File: src/hw/rtl/fuzzy_steering_centroid_macros.svh
// assertion helpers for the steering controller
`ifndef FUZZY_STEERING_CENTROID_MACROS_SVH
`define FUZZY_STEERING_CENTROID_MACROS_SVH

`ifndef SYNTHESIS
// condition must hold whenever the antecedent holds
`define FSC_ASSERT_IMPLY(label, ante, cons) \
   label: assert property (@(posedge clock) disable iff (reset) (ante) |-> (cons)) \
      else $error("fsc assertion failed");
// condition must hold in the cycle after the antecedent
`define FSC_ASSERT_NEXT(label, ante, cons) \
   label: assert property (@(posedge clock) disable iff (reset) (ante) |=> (cons)) \
      else $error("fsc assertion failed");
`else
`define FSC_ASSERT_IMPLY(label, ante, cons)
`define FSC_ASSERT_NEXT(label, ante, cons)
`endif

`endif

File: src/hw/rtl/fsc_pkg.sv
package fsc_pkg;

   // default parameter values
   localparam int SENSOR_BITS_DEF   = 10;
   localparam int HALF_UNIVERSE_DEF = 50;

   // datapath widths, sized for the largest supported universe
   localparam int DEG_BITS    = 15;
   localparam int WEIGHT_BITS = 24;
   localparam int MOMENT_BITS = 30;
   localparam int CFG_BITS    = 12;
   localparam int DRIVE_BITS  = 13;
   localparam int K_BITS      = 7;
   localparam int TAB_DEPTH   = 65;
   localparam int TRI_BITS    = 12;
   localparam int PYR_BITS    = 17;
   localparam int VN_DEPTH    = 128;

   // membership breakpoints
   localparam int FULL_DEG     = 25600;
   localparam int NEAR_LO      = 300;
   localparam int NEAR_MID     = 600;
   localparam int NEAR_HI      = 900;
   localparam int VN_TOP       = 1023;
   localparam int VN_SPAN      = 123;
   localparam int AROUND_START = 45;

   // register resets and drive limits
   localparam logic [CFG_BITS-1:0] FWD_SPEED_RESET = 12'd1024;
   localparam logic [CFG_BITS-1:0] GAIN_RESET      = 12'd410;
   localparam int DRIVE_MAX = 4095;
   localparam int DRIVE_MIN = -4096;

   typedef enum logic [0:0] {
      CSR_FORWARD_SPEED = 1'b0,
      CSR_STEERING_GAIN = 1'b1
   } csr_index_type;

   // flags that ride along with a division
   typedef struct packed {
      logic neg;
      logic zero;
   } div_tag_type;

   // weight and moment magnitude of one clipped output set
   typedef struct packed {
      logic [WEIGHT_BITS-1:0] weight;
      logic [MOMENT_BITS-1:0] moment;
   } ramp_sum_type;

   // very-near degree for offsets above the lower breakpoint
   function automatic logic [VN_DEPTH-1:0][DEG_BITS-1:0] build_vn_tab();
      logic [VN_DEPTH-1:0][DEG_BITS-1:0] t;
      for (int x = 0; x < VN_DEPTH; x++) begin
         t[x] = (x < VN_SPAN) ? DEG_BITS'((x * FULL_DEG) / VN_SPAN) : DEG_BITS'(FULL_DEG);
      end
      return t;
   endfunction

   // triangular numbers k(k+1)/2
   function automatic logic [TAB_DEPTH-1:0][TRI_BITS-1:0] build_tri();
      logic [TAB_DEPTH-1:0][TRI_BITS-1:0] t;
      for (int k = 0; k < TAB_DEPTH; k++) begin
         t[k] = TRI_BITS'((k * (k + 1)) / 2);
      end
      return t;
   endfunction

   // sums of squares k(k+1)(2k+1)/6
   function automatic logic [TAB_DEPTH-1:0][PYR_BITS-1:0] build_pyr();
      logic [TAB_DEPTH-1:0][PYR_BITS-1:0] t;
      for (int k = 0; k < TAB_DEPTH; k++) begin
         t[k] = PYR_BITS'((k * (k + 1) * (2 * k + 1)) / 6);
      end
      return t;
   endfunction

   localparam logic [VN_DEPTH-1:0][DEG_BITS-1:0]  VN_TAB  = build_vn_tab();
   localparam logic [TAB_DEPTH-1:0][TRI_BITS-1:0] TRI_TAB = build_tri();
   localparam logic [TAB_DEPTH-1:0][PYR_BITS-1:0] PYR_TAB = build_pyr();

endpackage

File: src/hw/rtl/fsc_div.sv
`include "fuzzy_steering_centroid_macros.svh"

module fsc_div #(
   parameter int HALF_UNIVERSE = fsc_pkg::HALF_UNIVERSE_DEF,
   parameter int QUOT_BITS     = $clog2(fsc_pkg::HALF_UNIVERSE_DEF + 1) + 8
) (
   input  logic                                clock,
   input  logic                                reset,
   input  logic                                in_valid,
   output logic                                in_ready,
   input  logic [fsc_pkg::MOMENT_BITS-2:0]     in_mag,
   input  logic [fsc_pkg::WEIGHT_BITS-1:0]     in_divisor,
   input  fsc_pkg::div_tag_type                in_tag,
   output logic                                out_valid,
   input  logic                                out_ready,
   output logic [QUOT_BITS-1:0]                out_quot,
   output fsc_pkg::div_tag_type                out_tag
);
   import fsc_pkg::*;

   localparam int WB = WEIGHT_BITS;
   localparam int QB = QUOT_BITS;

   logic [QB-1:0]       valid_ff;
   logic [QB-1:0]       rdy;
   logic [WB-1:0]       rem_ff  [QB];
   logic [QB-1:0]       low_ff  [QB];
   logic [QB-1:0]       quot_ff [QB];
   logic [WB-1:0]       div_ff  [QB];
   div_tag_type         tag_ff  [QB];

   logic [QB-1:0]       src_valid;
   logic [WB-1:0]       src_rem  [QB];
   logic [QB-1:0]       src_low  [QB];
   logic [QB-1:0]       src_quot [QB];
   logic [WB-1:0]       src_div  [QB];
   div_tag_type         src_tag  [QB];

   logic [WB-1:0]       rem_in  [QB];
   logic [QB-1:0]       low_in  [QB];
   logic [QB-1:0]       quot_in [QB];

   // stall chain, a stage moves when empty or when its successor moves
   always_comb begin
      rdy[QB-1] = !valid_ff[QB-1] || out_ready;
      for (int j = QB - 2; j >= 0; j--) begin
         rdy[j] = !valid_ff[j] || rdy[j+1];
      end
   end

   assign in_ready  = rdy[0];
   assign out_valid = valid_ff[QB-1];
   assign out_quot  = quot_ff[QB-1];
   assign out_tag   = tag_ff[QB-1];

   // stage sources: the dividend is mag * 256, its top bits seed the remainder
   always_comb begin
      src_valid[0] = in_valid;
      src_rem[0]   = WB'(in_mag >> (QB - 8));
      src_low[0]   = {in_mag[QB-9:0], 8'd0};
      src_quot[0]  = '0;
      src_div[0]   = in_divisor;
      src_tag[0]   = in_tag;
      for (int j = 1; j < QB; j++) begin
         src_valid[j] = valid_ff[j-1];
         src_rem[j]   = rem_ff[j-1];
         src_low[j]   = low_ff[j-1];
         src_quot[j]  = quot_ff[j-1];
         src_div[j]   = div_ff[j-1];
         src_tag[j]   = tag_ff[j-1];
      end
   end

   // one restoring step per stage
   always_comb begin
      for (int j = 0; j < QB; j++) begin
         logic [WB:0] trial;
         logic        fits;
         trial      = {src_rem[j], src_low[j][QB-1]};
         fits       = trial >= {1'b0, src_div[j]};
         rem_in[j]  = fits ? WB'(trial - {1'b0, src_div[j]}) : WB'(trial);
         low_in[j]  = src_low[j] << 1;
         quot_in[j] = {src_quot[j][QB-2:0], fits};
      end
   end

   // stage valid bits
   always_ff @(posedge clock) begin
      for (int j = 0; j < QB; j++) begin
         if (reset) begin
            valid_ff[j] <= 1'b0;
         end else if (rdy[j]) begin
            valid_ff[j] <= src_valid[j];
         end
      end
   end

   // stage payload
   always_ff @(posedge clock) begin
      for (int j = 0; j < QB; j++) begin
         if (rdy[j] && src_valid[j]) begin
            rem_ff[j]  <= rem_in[j];
            low_ff[j]  <= low_in[j];
            quot_ff[j] <= quot_in[j];
            div_ff[j]  <= src_div[j];
            tag_ff[j]  <= src_tag[j];
         end
      end
   end

   `FSC_ASSERT_NEXT(a_take_fills_first, in_valid && in_ready, valid_ff[0])
   `FSC_ASSERT_IMPLY(a_rem_below_divisor, valid_ff[QB-1] && !tag_ff[QB-1].zero, rem_ff[QB-1] < div_ff[QB-1])
   `FSC_ASSERT_IMPLY(a_quot_in_range, out_valid && !out_tag.zero, out_quot <= QB'(HALF_UNIVERSE * 256))

endmodule

File: config.mk
export PLATFORM = sky130hd
export DESIGN_NAME = fsc_div
export DESIGN_NICKNAME = d
export VERILOG_FILES = /design/src/hw/rtl/fsc_pkg.sv /design/src/hw/rtl/fsc_div.sv
export VERILOG_INCLUDE_DIRS = /design/src /design/src/hw/rtl
export SDC_FILE = /design/constraint.sdc
export NUM_CORES = 1
export LEC_CHECK = 0
export ABC_AREA = 1
export BUFFER_PORTS_ARGS = -buffer_cell sky130_fd_sc_hd__buf_2
export CAP_MARGIN = 0
export CORE_UTILIZATION = 64
export DETAILED_ROUTE_END_ITERATION = 16
export PLACE_DENSITY = 0.81
export SLEW_MARGIN = 15
export SYNTH_ARGS = -nofsm -noshare
export SYNTH_HDL_FRONTEND = slang
export SYNTH_SLANG_ARGS = --single-unit
File: constraint.sdc
create_clock -name clock -period 4.7 [get_ports clock]
set_input_delay 0 -clock clock [delete_from_list [all_inputs] [get_ports clock]]
set_output_delay 0 -clock clock [all_outputs]
set_load 0.02 [all_outputs]
* Yosys cells after proc, flatten, opt, wreduce, memory -nomap -nowiden *
Memory sizes are Yosys's and may differ from the RTL's.
Cells that the tools add are included.

cells by class
  add/subtract/negate cells = 14
  order comparisons = 14
  muxes and demuxes = 42
  reductions and logical operators = 42

operators by type and width
  cell                            count
  two-way mux 24 bit              14
  subtractor 24 bit               14
  >= comparator 25 x 24 -> 1 bit  13
  two-way mux 1 bit               28
  >= comparator 24 bit            1
  logical AND 1 bit               14
  zero test 1 bit                 14
  logical OR 1 bit                14

word-level totals
  bits in registers = 14
  RAM bits = 1078
  bits of input ports = 59
  output and inout port bits = 18
  word-level logic and storage cells = 131
  memories kept = 5

memories
  name     depth  bits a word  read ports  clocked after memory_dff  write ports  RTL line       text
  div_ff   14     24           13          0                         14           fsc_div.sv:29  logic [WB-1:0] div_ff [QB];
  rem_ff   14     24           13          0                         14           fsc_div.sv:26  logic [WB-1:0] rem_ff [QB];
  quot_ff  14     14           14          0                         14           fsc_div.sv:28  logic [QB-1:0] quot_ff [QB];
  low_ff   14     13           13          0                         14           fsc_div.sv:27  logic [QB-1:0] low_ff [QB];
  tag_ff   14     2            14          0                         14           fsc_div.sv:30  div_tag_type tag_ff [QB];

* Depth between registers and ports, before layout *
Gate-level depths: netlist (run 1).

  word-level depth = 18
  mapped depth = 15
  mapped depth without buffers = 15

* Worst setup path after synthesis (run 1) *
Ideal clock, no wire load.

  kind = register to register
  start point = register valid_ff[13]
  end point = memory div_ff[0][24] (netlist name), enable pin
  setup time = 0.488 ns
  arrival = 3.726 ns
  data required time = 4.212 ns
  path slack = 0.486 ns
  stages on the path, launching flop included = 10
  buffers on the path = 0
  clock period less this slack = 4.214 ns
  cell sequence = dfxtp_1 > nand3_1 > nor2_1 > nand4_1 > nor2_2 > nand4_2 > nor2_2 > nand2_1 > inv_1 > a21oi_1

RTL lines
  what                               RTL line       text
  from (decl)                        fsc_div.sv:24  logic [QB-1:0] valid_ff;
  from (signal, indexed assignment)  fsc_div.sv:93  valid_ff[j] <= src_valid[j];
  to (decl)                          fsc_div.sv:29

==> run summary, run 1 <==
CRITICAL PATH
-------------------------------------------------------------------------------------
Critical Setup Path Class .............................................. register to register
Arrival time at the worst endpoint .....................................      3.87 ns
Required time of the critical path .....................................      5.08 ns
Critical register-to-register path startpoint .......................... div_ff[0][86]
Reg2reg setup slack ....................................................      1.21 ns
Kind of start point of the critical path ...............................     register
CP endpoint kind .......................................................     register
R2R cell count .........................................................            8
Crit Path Max Fanout ...................................................           47
Destination of the worst register-to-register timing path .............. rem_ff[0][106]

FLOW RUN
-------------------------------------------------------------------------------------
Number of violations of the max-capacitance limit ......................            0

CELLS AND AREA
-------------------------------------------------------------------------------------
Footprint of the multi-input gates .....................................   21000 um^2
Ratio of cells with drive above 1 in the final layout ..................        7.88%
Final core occ .........................................................        70.8%
Antenna Diode Count ....................................................            0
Fill cells .............................................................         5666
Register Area ..........................................................   23500 um^2
Summed area of non-filler cells in the final layout ....................   52800 um^2
# nets final ...........................................................         5919
Final Instance Count excl. Fillers .....................................         6552
Area Overhead vs Synth .................................................        9.24%

GLOBAL ROUTING
-------------------------------------------------------------------------------------
Vias in the first global route .........................................        36500
First-pass GRT wire length .............................................    199000 um
Pin count of the biggest net entering global routing ...................           64
Overall routing resource usage .........................................        33.4%
Gr ovfl total ..........................................................            0
Initial antenna violation count ........................................            0

SYNTHESIS
-------------------------------------------------------------------------------------
Share of synthesized area spent on multiplexers ........................           0%
Number of flops mapped to enable cells by yosys ........................          772
Post-synthesis compound-gate area fraction .............................        11.1%
Count of synthesis-stage warnings from yosys ...........................            0
Flops & latches, synth .................................................          786
Synthesized-area fraction occupied by and/or/nand/nor cells ............        19.3%
Net Count, Synth .......................................................         5757
Parity-gate share of the synthesized area counting xor and xnor cells ..        3.81%
Area of the mapped netlist .............................................   48300 um^2
Number of instances in the synthesized netlist .........................         5350
Fraction of the mapped netlist area in adder cells .....................        9.21%
Number of distinct library cells after synthesis .......................           55
Largest family of logic cells by synthesized area ...................... simple AND/OR/NAND/NOR gates
Share of synthesized flip-flops with an asynchronous set or reset ......           0%
Share of the yosys chip area belonging to registers ....................        48.6%
Synthesized area per cell ..............................................    9.03 um^2
Primary FF master, synth ...............................................     edfxtp_1

POWER AND IR DROP
-------------------------------------------------------------------------------------
Internal power .........................................................      12.4 mW
NetSw ..................................................................      4.29 mW
Clock power frac .......................................................        39.4%
Net switching share of the total power .................................        25.7%
Combinational Power Share ..............................................        12.5%
Peak supply drop .......................................................   0.000421 V
Power per unit of standard cell area ...................................  317 nW/um^2
Leakage power ..........................................................      23.0 nW
Part of the total power dissipated in sequential elements ..............        48.1%

MIN PATH
-------------------------------------------------------------------------------------
Kind of path behind the tightest hold check ............................ input pin to register
Startpoint of the worst hold path ......................................    in_mag[0]
Number of instances on the worst hold path .............................            2
Endpoint of the worst hold path ........................................ low_ff[0][8]

PLACEMENT
-------------------------------------------------------------------------------------
Placed insts ...........................................................         6336
Placed Area ............................................................   49400 um^2
DPL Wire Length ........................................................    100000 um
PortBufs ...............................................................           76
Placer Congestion ......................................................         1.00
Post-place setup slack .................................................      1.36 ns

FLOORPLAN
-------------------------------------------------------------------------------------
Height of the die ......................................................       277 um
Core region area .......................................................   74600 um^2
Placement row count ....................................................          100
Number of top-level design ports .......................................           77
Starting density of the core ...........................................        64.8%
Horiz. Die Dim .........................................................       277 um
Full die area ..........................................................   76600 um^2

CTS
-------------------------------------------------------------------------------------
CTS Root Buffer Type ...................................................    clkbuf_16
Number of clock buffers inserted by TritonCTS ..........................           83
Clock-pin slew of the registers on the worst-case setup and hold paths .      0.06 ns
CTS H-Tree Depth .......................................................            3
Clock tree from TritonCTS ..............................................        built
Post-cts sizing count ..................................................            0
Maximum buffer depth of the clock tree .................................            3
TritonCTS sink count ...................................................          786
Insertion delay of the later-clocked pin in the worst-skew pair ........      0.65 ns

TIMING
-------------------------------------------------------------------------------------
Clock period minus worst slack .........................................      3.49 ns
Fin worst setup slack ..................................................      1.21 ns
Pins over their slew limit .............................................            0
Final-report hold violation count ......................................            0
Maximum clock skew at final layout .....................................    0.0208 ns
Worst-Margin Slew ......................................................     0.969 ns
Share of the clock period used by the worst path after layout ..........        74.3%
Maximum clock rate .....................................................    0.286 GHz
Worst slew margin ......................................................        35.3%
Setup violations, final ................................................            0
Setup repair after global routing missed its margin ....................        false
Final TNS setup ........................................................         0 ns

DETAILED ROUTING
-------------------------------------------------------------------------------------
Routed via count divided by cell count .................................         5.81
Starting DRT DRC Count .................................................         3745
Router iterations before antenna repair ................................            6
DR DRC count ...........................................................            0
Detailed Route WL ......................................................    129000 um
Antenna violation net count after detailed routing .....................            0
Wire length per cell after detailed routing ............................      19.6 um
DR vias ................................................................        38100

STATUS
-------------------------------------------------------------------------------------
Result of the run ...................................................... finished, final reports clean

==> repair_timing <==
item,4_1_cts,5_1_grt
hold buffers,60,0
hold endpoints to repair,85,0
setup buffers,0,0
endpoints found under the setup margin,0,0
==> worst max-delay path, cell delays in order (launching register included) <==
cell,delay (ns)
edfxtp_1,0.46
inv_1,0.07
ha_1,0.36
a21oi_1,0.27
o21ai_0,0.16
o21bai_1,0.23
a21oi_2,0.20
nand3_2,0.75
o21ai_0,0.73
==> logic make-up after synthesis <==
| group | Yosys count |
|---|---|
| buf+inv | 929 |
| simple gates | 2166 |
| flops | 786 |
| xor+xnor | 210 |
| compound gates | 911 |
| fa+ha+maj | 348 |
==> power by group through the flow <==
stage | logic, mW | registers, mW | clock network (mW)
global route | 2.32 | 8.04 | 6.93
detailed placement | 2.00 | 8.18 | 0
global placement | 1.96 | 8.18 | 0
finish | 2.09 | 8.04 | 6.60
CTS | 2.05 | 8.03 | 6.69
floorplan | 1.53 | 8.09 | 0
==> synthesized netlist by cell type (25+ instances only) <==
cell	number	area (um^2)
o21ai_2	65	569
nor3_1	60	300
nand3_1	271	1360
buf_6	33	372
a21oi_2	25	219
xnor2_1	125	1090
nand2_2	28	175
xor2_1	85	744
edfxtp_1	772	23200
inv_1	834	3130
o21ai_0	182	911
o21bai_1	53	398
nand2_1	1219	4580
a21oi_1	332	1660
ha_1	335	4190
nand4_1	98	613
a21o_1	50	375
o21ai_1	146	731
nor2_1	403	1510
==> flip-flops by register name, summed over array words and instances, names as in the netlist <==
signal and flops:
div_ff 312, low_ff 15, quot_ff 105, rem_ff 312, tag_ff 28, valid_ff 14
==> worst max-delay path by stage <==
stage / start / endpoint / slack [ns]
after detailed placement: div_ff[0][86] / rem_ff[0][106] / 1.36
after global routing: rem_ff[0][87] / rem_ff[0][106] / 0.98
after CTS: div_ff[0][86] / rem_ff[0][106] / 1.27
after global placement: div_ff[0][86] / rem_ff[0][110] / 1.38
after floorplan: valid_ff[13] / div_ff[0][24] / 0.49
final: div_ff[0][86] / rem_ff[0][106] / 1.21
==> metal layers <==
metal  GRT usage [%]  routed length, um  up-vias
li1                -                  -    18400
met1            44.8              54300    17900
met2            54.8              59400     1540
met3            4.78               9270      295
met4            13.4               5530        0
met5               0                  0        -
==> area by class of cell <==
type / instances / area share (%)
well taps: 969 / 2.30
clock inverters: 55 / 1.06
flip-flops and latches: 786 / 44.5
multi-input cells: 3635 / 39.9
inverters: 855 / 6.09
repair buffers: 151 / 2.07
clock buffers: 101 / 4.16
==> cells in the final DEF, fill, tap and decap left out, types with 53 or more instances in the layout <==
master and n:
nand2_1 1219, inv_1 827, edfxtp_1 772, nor2_1 400
ha_1 335, a21oi_1 328, nand3_1 271, o21ai_0 182
o21ai_1 146, xnor2_1 125, nand4_1 98, xor2_1 85
clkbuf_16 83, buf_2 76, o21ai_2 65, nor3_1 60
dlygate4sd3_1 60, o21bai_1 53
==> per-stage QoR <==
step,power (mW),hold slack [ns]
CTS,16.8,0.0475
finish,16.7,0.0806
detailed placement,10.2,0.179
global route,17.3,0.0622
global placement,10.1,0.176
floorplan,9.62,0.0691
Note: power is estimated with default switching activity, not from simulation.
==> run 2: changes to the inputs <==
Settings changed: CORE_UTILIZATION 64 to 58, PLACE_DENSITY 0.81 to 0.77.
Clock period 4.7 ns to 3.15 ns, I/O delays scaled along.
==> run 2 against run 1 <==
  * Clock-buffer cell count grew 3
  * Sequential power up 49%
  * Wire length increased by 11%
  * Critical endpoint is now rem_ff[0][53]
  * Register-to-register slack worse by 0.90 ns
  * Critical path depth up 4
  * Setup slack got worse by 0.90 ns
  * Hold slack worse by 0.032 ns
  * Sequential share of layout area shrank 1.2 points
  * Largest power group unchanged
  * Core utilization is 4.8 points lower
==> run summary, run 2 (synthesized netlist as in run 1, its figures left out) <==
STATUS
-------------------------------------------------------------------------------------
Result of the run ...................................................... finished, final reports clean

TIMING
-------------------------------------------------------------------------------------
Worst-Margin Slew ......................................................      1.12 ns
Worst slew margin ......................................................        25.0%
Final TNS setup ........................................................         0 ns
Clock period minus worst slack .........................................      2.84 ns
Final hold slack .......................................................    0.0483 ns
Share of the clock period used by the worst path after layout ..........        90.2%
Maximum clock skew at final layout .....................................    0.0334 ns
Maximum clock rate .....................................................    0.352 GHz
Setup violations, final ................................................            0
Pins over their slew limit .............................................            0
Final-report hold violation count ......................................            0
Fin worst setup slack ..................................................     0.309 ns
Setup repair after global routing missed its margin ....................        false

CRITICAL PATH
-------------------------------------------------------------------------------------
Critical Setup Path Class .............................................. register to register
Slowest-stage cell, CP .................................................     edfxtp_1
Slowest cell delay on critical path ....................................      0.52 ns
Reg2reg setup slack ....................................................      0.31 ns
CP endpoint kind .......................................................     register
Critical register-to-register path startpoint .......................... div_ff[0][29]
Sequence of cells on the critical path ................................. inv_1, ha_1, nand2_1, nor2_1, inv_1, nor3_1, buf_4, nand4_2, nand3_4, buf_12, nor2_1, a21oi_1
Crit Path Max Fanout ...................................................           15
CP Launch Point ........................................................ div_ff[0][29]
Kind of start point of the critical path ...............................     register
Required time of the critical path .....................................      3.63 ns
Arrival time at the worst endpoint .....................................      3.32 ns

FLOORPLAN
-------------------------------------------------------------------------------------
Core region area .......................................................   82200 um^2
Full die area ..........................................................   84500 um^2
Number of top-level design ports .......................................           77
Placement row count ....................................................          105
Height of the die ......................................................       291 um
Starting density of the core ...........................................        58.7%
Horiz. Die Dim .........................................................       291 um

DETAILED ROUTING
-------------------------------------------------------------------------------------
Uppermost signal routing layer after detailed routing ..................         met4
Routed via count divided by cell count .................................         5.65
Wire length on met1 ....................................................     54800 um
Wire length per cell after detailed routing ............................      21.1 um
Antenna violation net count after detailed routing .....................            0
Router iterations before antenna repair ................................            6
Starting DRT DRC Count .................................................         2774
DR vias ................................................................        38300
Sum of met3 wire segment lengths after detailed routing ................      6880 um
Detailed Route WL ......................................................    143000 um
WL met2 ................................................................     73500 um
DR DRC count ...........................................................            0

PLACEMENT
-------------------------------------------------------------------------------------
Post-place setup slack .................................................     0.363 ns
DPL Wire Length ........................................................    116000 um
Placed insts ...........................................................         6556
Placer Congestion ......................................................         1.02
PortBufs ...............................................................           76
Placed Area ............................................................   50700 um^2

POWER AND IR DROP
-------------------------------------------------------------------------------------
Peak supply drop .......................................................   0.000497 V
Tot Pwr ................................................................      25.5 mW
Power per unit of standard cell area ...................................  471 nW/um^2
Leakage power ..........................................................      23.7 nW

FLOW RUN
-------------------------------------------------------------------------------------
Number of violations of the max-capacitance limit ......................            0

MIN PATH
-------------------------------------------------------------------------------------
Kind of path behind the tightest hold check ............................ input pin to register
Startpoint of the worst hold path ......................................    in_mag[0]

CELLS AND AREA
-------------------------------------------------------------------------------------
Area Overhead vs Synth .................................................        12.2%
Most common cell after layout, fill and taps aside .....................      nand2_1
# nets final ...........................................................         6041
Top library cells by usage in the layout, fill and taps aside .......... nand2_1 (1219), inv_1 (827), edfxtp_1 (772)
Ratio of cells with drive above 1 in the final layout ..................        9.88%
Footprint of the multi-input gates .....................................   21000 um^2
Largest regs ........................................................... div_ff (312), rem_ff (312), quot_ff (105)
Register Area ..........................................................   23500 um^2
Fill cells .............................................................         6769
Final core occ .........................................................        65.9%
Summed area of non-filler cells in the final layout ....................   54200 um^2
Final Instance Count excl. Fillers .....................................         6780

CTS
-------------------------------------------------------------------------------------
Clock tree from TritonCTS ..............................................        built
Insertion delay of the later-clocked pin in the worst-skew pair ........      0.68 ns
Clock-pin slew of the registers on the worst-case setup and hold paths .      0.06 ns
Total of hold buffers inserted after clock tree synthesis ..............           60
Maximum buffer depth of the clock tree .................................            3
Number of clock buffers inserted by TritonCTS ..........................           86
Postcts setup bufs .....................................................            0
CTS Root Buffer Type ...................................................    clkbuf_16
CTS H-Tree Depth .......................................................            3
TritonCTS sink count ...................................................          786
Post-cts sizing count ..................................................            0

GLOBAL ROUTING
-------------------------------------------------------------------------------------
Vias in the first global route .........................................        37800
Initial antenna violation count ........................................            2
Gr ovfl total ..........................................................            0
Pin count of the biggest net entering global routing ...................           64
First-pass GRT wire length .............................................    217000 um
Overall routing resource usage .........................................        33.7%

==> run 2: final timing paths <==
kind | end | depth (start not counted)
setup reg to reg | rem_ff[0][53] | 12
hold / removal | low_ff[0][8] | 2
setup / recovery | rem_ff[0][53] | 12
hold reg to reg | quot_ff[0][103] | 0
==> run 2: layout make-up <==
class / instances / area share, %
Antenna cell: 4 / 0.0185
Clock buffer: 104 / 4.20
Clock inverter: 56 / 1.12
Inverter: 855 / 5.93
Multi-Input combinational cell: 3635 / 38.8
Sequential cell: 786 / 43.3
Tap cell: 1070 / 2.47
Timing Repair Buffer: 270 / 4.19
==> run 2: per-layer routing <==
metal,vias up,global-route usage (%)
li1,18600,-
met1,18100,38.8
met2,1213,61.6
met3,331,4.26
met4,0,16.5
met5,-,0
==> run 2: where the power goes <==
group | internal (mW) | switching (mW)
combinational | 1.22 | 2.08
clock | 5.83 | 4.40
sequential | 11.8 | 0.238
==> run 2: worst max-delay path, delay by kind of cell, from the launching register on <==
| kind | cells | cell delay, ns |
|---|---|---|
| AO/OA/AOI/OAI | 1 | 0.22 |
| flip-flops | 1 | 0.52 |
| AND/OR/NAND/NOR | 6 | 1.02 |
| buffers and inverters | 4 | 0.53 |
| adder cells (fa/ha/maj) | 1 | 0.35 |
